## src/rtl/rsct_pkg.sv

```systemverilog
// ----------------------------------------------------------------------------
// rsct_pkg: shared types and constants of the read substitution table
// Request codes, table size and the request record that walks the cell chain.
// ----------------------------------------------------------------------------
package rsct_pkg;

    localparam int TABLE_ENTRIES = 16;

    typedef enum logic [1:0] {
        REQ_CLEAR = 2'd0,
        REQ_LOAD  = 2'd1,
        REQ_READ  = 2'd2
    } req_code_t;

    // Request record carried from cell to cell, one stage per cell
    typedef struct packed {
        logic       valid;
        req_code_t  req_type;
        logic [15:0] address;
        logic [7:0] bus_data;
        logic [7:0] replace_value;
        logic [7:0] compare_value;
        logic       compare_on;
        logic       enable;      // global enable sampled at entry
        logic       found;       // load: address already held
        logic       placed;      // load: entry written
        logic       subst;       // read: replacement selected
        logic [7:0] subst_data;  // read: replacement byte
    } req_t;

endpackage

```

## src/rtl/rsct_cell.sv

```systemverilog
// ----------------------------------------------------------------------------
// rsct_cell: one table slot of the substitution chain
// Holds one entry, acts on the passing request and registers it onward.
// ----------------------------------------------------------------------------
module rsct_cell (
    input  logic           aclk,
    input  logic           aresetn,
    input  logic           advance,
    input  rsct_pkg::req_t req_in,
    output rsct_pkg::req_t req_out,
    output logic           occupied
);

    logic           occupied_reg;
    logic           occupied_next;
    logic [15:0]    addr_reg;
    logic [7:0]     value_reg;
    logic [7:0]     compare_reg;
    logic           has_compare_reg;
    logic           write_entry;
    logic           match;
    rsct_pkg::req_t req_next;
    rsct_pkg::req_t req_reg;

    assign match = occupied_reg && (addr_reg == req_in.address);

    always_comb begin
        req_next      = req_in;
        occupied_next = occupied_reg;
        write_entry   = 1'b0;
        if (req_in.valid) begin
            case (req_in.req_type)
                rsct_pkg::REQ_CLEAR: begin
                    occupied_next = 1'b0;
                end
                rsct_pkg::REQ_LOAD: begin
                    if (match) begin
                        req_next.found = 1'b1;
                    end else if (!occupied_reg && !req_in.found && !req_in.placed) begin
                        // first free slot: every held entry has been checked
                        write_entry     = 1'b1;
                        occupied_next   = 1'b1;
                        req_next.placed = 1'b1;
                    end
                end
                rsct_pkg::REQ_READ: begin
                    if (match && req_in.enable &&
                        (!has_compare_reg || compare_reg == req_in.bus_data)) begin
                        req_next.subst      = 1'b1;
                        req_next.subst_data = value_reg;
                    end
                end
                default: begin
                end
            endcase
        end
    end

    always_ff @(posedge aclk) begin
        if (!aresetn) begin
            occupied_reg <= 1'b0;
            req_reg      <= '0;
        end else if (advance) begin
            occupied_reg <= occupied_next;
            req_reg      <= req_next;
        end
    end

    always_ff @(posedge aclk) begin
        if (advance && write_entry) begin
            addr_reg        <= req_in.address;
            value_reg       <= req_in.replace_value;
            compare_reg     <= req_in.compare_value;
            has_compare_reg <= req_in.compare_on;
        end
    end

    assign req_out  = req_reg;
    assign occupied = occupied_reg;

endmodule

```

## src/rtl/read_substitution_cheat_table.sv

```systemverilog
// ----------------------------------------------------------------------------
// read_substitution_cheat_table: bus read patcher with a substitute table
// Requests clear the table, load an entry or patch one bus read byte.
// ----------------------------------------------------------------------------
//  channel  direction  handshake          payload
//  s_       in         s_valid / s_ready  req_type, address, bus_data,
//                                         replace_value, compare_value,
//                                         compare_on
//  m_       out        m_valid / m_ready  read_data, substituted, accepted
//  cfg_     in         cfg_we             cfg_wdata (global enable)
//
// A request walks the row of TABLE_ENTRIES cells and is registered in each
// cell in turn; a new request may enter every cycle while the row is not
// held for a waiting result.
// Reset empties the table and sets the global enable; no clearing pass.
// When a result waits and m_ready is low, the whole row holds and s_ready
// drops until the result is taken.
// ----------------------------------------------------------------------------
module read_substitution_cheat_table (
    input  logic        aclk,
    input  logic        aresetn,
    input  logic        cfg_we,
    input  logic        cfg_wdata,
    input  logic        s_valid,
    output logic        s_ready,
    input  logic [1:0]  s_req_type,
    input  logic [15:0] s_address,
    input  logic [7:0]  s_bus_data,
    input  logic [7:0]  s_replace_value,
    input  logic [7:0]  s_compare_value,
    input  logic        s_compare_on,
    output logic        m_valid,
    input  logic        m_ready,
    output logic [7:0]  m_read_data,
    output logic        m_substituted,
    output logic        m_accepted
);

    logic                                  cheats_enabled_reg;
    logic                                  advance;
    rsct_pkg::req_t                        chain [0:rsct_pkg::TABLE_ENTRIES];
    logic [rsct_pkg::TABLE_ENTRIES-1:0]    occupied;
    rsct_pkg::req_t                        last;

    always_ff @(posedge aclk) begin
        if (!aresetn) begin
            cheats_enabled_reg <= 1'b1;
        end else if (cfg_we) begin
            cheats_enabled_reg <= cfg_wdata;
        end
    end

    // hold the whole row while a result waits
    assign advance = m_ready || !last.valid;
    assign s_ready = advance;

    always_comb begin
        chain[0]               = '0;
        chain[0].valid         = s_valid;
        chain[0].req_type      = rsct_pkg::req_code_t'(s_req_type);
        chain[0].address       = s_address;
        chain[0].bus_data      = s_bus_data;
        chain[0].replace_value = s_replace_value;
        chain[0].compare_value = s_compare_value;
        chain[0].compare_on    = s_compare_on;
        chain[0].enable        = cheats_enabled_reg;
    end

    for (genvar i = 0; i < rsct_pkg::TABLE_ENTRIES; i++) begin : g_cell
        rsct_cell u_cell (
            .aclk     (aclk),
            .aresetn  (aresetn),
            .advance  (advance),
            .req_in   (chain[i]),
            .req_out  (chain[i+1]),
            .occupied (occupied[i])
        );
    end

    assign last    = chain[rsct_pkg::TABLE_ENTRIES];
    assign m_valid = last.valid;

    always_comb begin
        m_read_data   = 8'd0;
        m_substituted = 1'b0;
        m_accepted    = 1'b0;
        case (last.req_type)
            rsct_pkg::REQ_CLEAR: begin
                m_accepted = 1'b1;
            end
            rsct_pkg::REQ_LOAD: begin
                m_accepted = last.placed;
            end
            rsct_pkg::REQ_READ: begin
                m_accepted    = 1'b1;
                m_substituted = last.subst;
                m_read_data   = last.subst ? last.subst_data : last.bus_data;
            end
            default: begin
            end
        endcase
    end

`ifndef NO_ASSERTIONS
    // a waiting result stays put until taken
    a_hold_result: assert property (@(posedge aclk) disable iff (!aresetn)
        (m_valid && !m_ready) |=>
            (m_valid && $stable({m_read_data, m_substituted, m_accepted})))
        else $error("result changed while waiting");

    a_clear_first: assert property (@(posedge aclk) disable iff (!aresetn)
        (advance && s_valid && s_req_type == rsct_pkg::REQ_CLEAR) |=> !occupied[0])
        else $error("clear did not empty the first slot");

    a_load_exclusive: assert property (@(posedge aclk) disable iff (!aresetn)
        (last.valid && last.placed) |-> !last.found)
        else $error("load both placed and found as duplicate");

    a_subst_read_only: assert property (@(posedge aclk) disable iff (!aresetn)
        (last.valid && last.subst) |-> (last.req_type == rsct_pkg::REQ_READ && last.enable))
        else $error("substitution outside an enabled read");
`endif

endmodule
```

## config.mk

```make
export PLATFORM = sky130hd
export DESIGN_NAME = read_substitution_cheat_table
export DESIGN_NICKNAME = d
export VERILOG_FILES = /design/src/rtl/rsct_pkg.sv /design/src/rtl/rsct_cell.sv /design/src/rtl/read_substitution_cheat_table.sv
export SDC_FILE = /design/constraint.sdc
export NUM_CORES = 2
export LEC_CHECK = 0
export ABC_AREA = 1
export BUFFER_PORTS_ARGS = -buffer_cell sky130_fd_sc_hd__clkbuf_2
export CAP_MARGIN = 30
export CORE_MARGIN = 4
export CORE_UTILIZATION = 55
export CTS_CLUSTER_DIAMETER = 120
export CTS_CLUSTER_SIZE = 12
export DETAILED_ROUTE_END_ITERATION = 10
export GPL_ROUTABILITY_DRIVEN = 0
export PLACE_DENSITY = 0.71
export SLEW_MARGIN = 10
export SYNTH_ARGS = -nofsm -noshare
export SYNTH_HDL_FRONTEND = slang
export SYNTH_HIERARCHICAL = 1
export SYNTH_SLANG_ARGS = --single-unit
export TNS_END_PERCENT = 100
```

## constraint.sdc

```tcl
create_clock -name aclk -period 10 [get_ports aclk]
set_clock_uncertainty 0.05 [all_clocks]
set_input_delay 2 -clock aclk [delete_from_list [all_inputs] [get_ports aclk]]
set_output_delay 2 -clock aclk [all_outputs]
set_load 0.02 [all_outputs]
```

==> results.ini <==
[cts]
clkLatencyLatePin_ns=0.75
cts-root-buf=clkbuf_16
h-tree-depth=4
path_clk_slew_ns=0.06
cts_resized=0
post-cts-setup-buffers=0
clkSinkCount=1406
cts_tree=yes
cts_buffers=135
ctsHoldBuffers=0
cts_buffer_depth=3

[sta]
holdWs_ns=0.3744
postLayoutSetupSlackWorst_ns=5.334
final_hold_viol_count=0
maxSlewViolCount=0
tightest_slew_ns=0.9439
fin_crit_sh_pct=46.66
setup_viol=0
rsz0062_at_grt=false
fin_crit_ns=4.666
max_freq_mhz=214.3
tns_ns=0
relSlewSlack_pct=36.87

[yosys]
postSynthAreaPerCell_um2=8.380
syn_inst=7128
synth_area_um2=59730
ys_warn_count=6

[power]
combPwrFrac_pct=2.2
p_leak_uw=0.02533
seqPwrFrac_pct=54.8
vdd_drop_max_uv=154.8
switchingPower_uw=2321
power.internal_uw=8585
pwr-share-clk_pct=43.0
p_per_area_nw_per_um2=167.6
swShare_pct=21.28

[setup_path]
startpoint_type=primary input
r2r_slack_ns=6.69
reg2reg_depth=6
crit_fanout=21
timing.rr.end=g_cell[6].u_cell/compare_reg[4]$_DFFE_PP_
critPathKind=in2out
end_kind=output pin
crit_required_ns=7.95
worstReg2RegStart=g_cell[15].u_cell/req_out[55]$_SDFFE_PN0P_
arrival_ns=2.62

[grt]
grt_pass1_vias=42530
grt.overflow.total=0
grt_usage_pct=21.95
antenna_found_initial=0
grt_max_degree=242
grt_first_pass_wirelength_mm=208.9

[floorplanning]
io_pins=61
rows=120
die_w_um=337.6
die_y_um=337.6
fp.coreArea_um2=107500
die_area_um2=113900
start_util_pct=55.56

[route]
drt.antenna.violating_nets=0
wl_per_cell_um=14.43
top_layer=met4
wl_met3_mm=6.026
drtPass1Iterations=5
viasPerCell=5.177
num_vias=44760
wl_met1_mm=61.52
first_iter_violations=3977
drc=0
wirelength_mm=124.8
dr_wl_met2_mm=54.85

[hold_path]
hold_depth=0
worst_hold_path.endpoint=g_cell[15].u_cell/value_reg[3]$_DFFE_PP_
min-delay-start=g_cell[14].u_cell/req_out[24]$_SDFFE_PN0P_
hp-class=reg2reg

[place]
port_buffers=60
hpwl_mm=85.06
pre_cts_ws_ns=4.767
placed_cell_area_um2=60950

[cells_and_area]
layout.area.seq_um2=33430
largest_reg_flops=861
num_antenna_cells=0
final_cell_mix=1,251 x nand2_1, 1,000 x nor2_1, 884 x inv_1
syn2layout_area_growth_pct=8.934
nFillCells=9255
drive_gt1_share_pct=8.367
multi_input_area_um2=21020
layout_commonest_cell=nand2_1
layout.nets=7187
design_area_um2=65070
post-route-util_pct=60.53

[run]
cap_violations=0

[status]
outcome=complete, no violations

## power groups by stage
stage | clock network (uW) | logic, uW | registers, uW
floorplan | 0 | 180 | 6090
global placement | 0 | 231 | 6110
detailed placement | 0 | 235 | 6110
CTS | 4790 | 238 | 5980
global route | 5030 | 277 | 5980
finish | 4690 | 239 | 5980
## layer usage
| metal | GRT usage [%] | vias to the layer above |
|---|---|---|
| met5 | 0 | - |
| met3 | 3.302 | 182 |
| li1 | - | 22910 |
| met1 | 32.62 | 20830 |
| met2 | 33.93 | 849 |
| met4 | 5.324 | 0 |
## worst max-delay path, stage by stage
cell      delay, ns
clkbuf_2       0.08
inv_1          0.05
nand2_4        0.23
clkbuf_2       0.25
## stage by stage
step | power (uW) | instances
global route | 11290 | 8646
finish | 10910 | 8646
detailed placement | 6342 | 8398
CTS | 11010 | 8640
floorplan | 6274 | 7140
global placement | 6336 | 8392
## cell type report
type	count	share of cell area (%)
Clock buffer	227	5.723
Clock inverter	15	0.3538
Inverter	1029	5.936
Multi-Input combinational cell	4448	32.30
Sequential cell	1406	51.38
Tap cell	1403	2.698
Timing Repair Buffer	118	1.611
## worst max-delay path by stage
stage / slack [ns] / startpoint / cells past startpoint / to
2_1_floorplan: 2.45 / m_ready / 4 / g_cell[10].u_cell/addr_reg[0]$_DFFE_PP_
3_3_place_gp: 4.63 / m_ready / 7 / g_cell[7].u_cell/compare_reg[4]$_DFFE_PP_
3_5_place_dp: 4.77 / m_ready / 7 / g_cell[0].u_cell/compare_reg[7]$_DFFE_PP_
4_1_cts: 5.34 / m_ready / 4 / s_ready
5_1_grt: 5.30 / m_ready / 4 / s_ready
6_report: 5.33 / m_ready / 4 / s_ready
No activity file was read; power rests on OpenSTA's default activity.
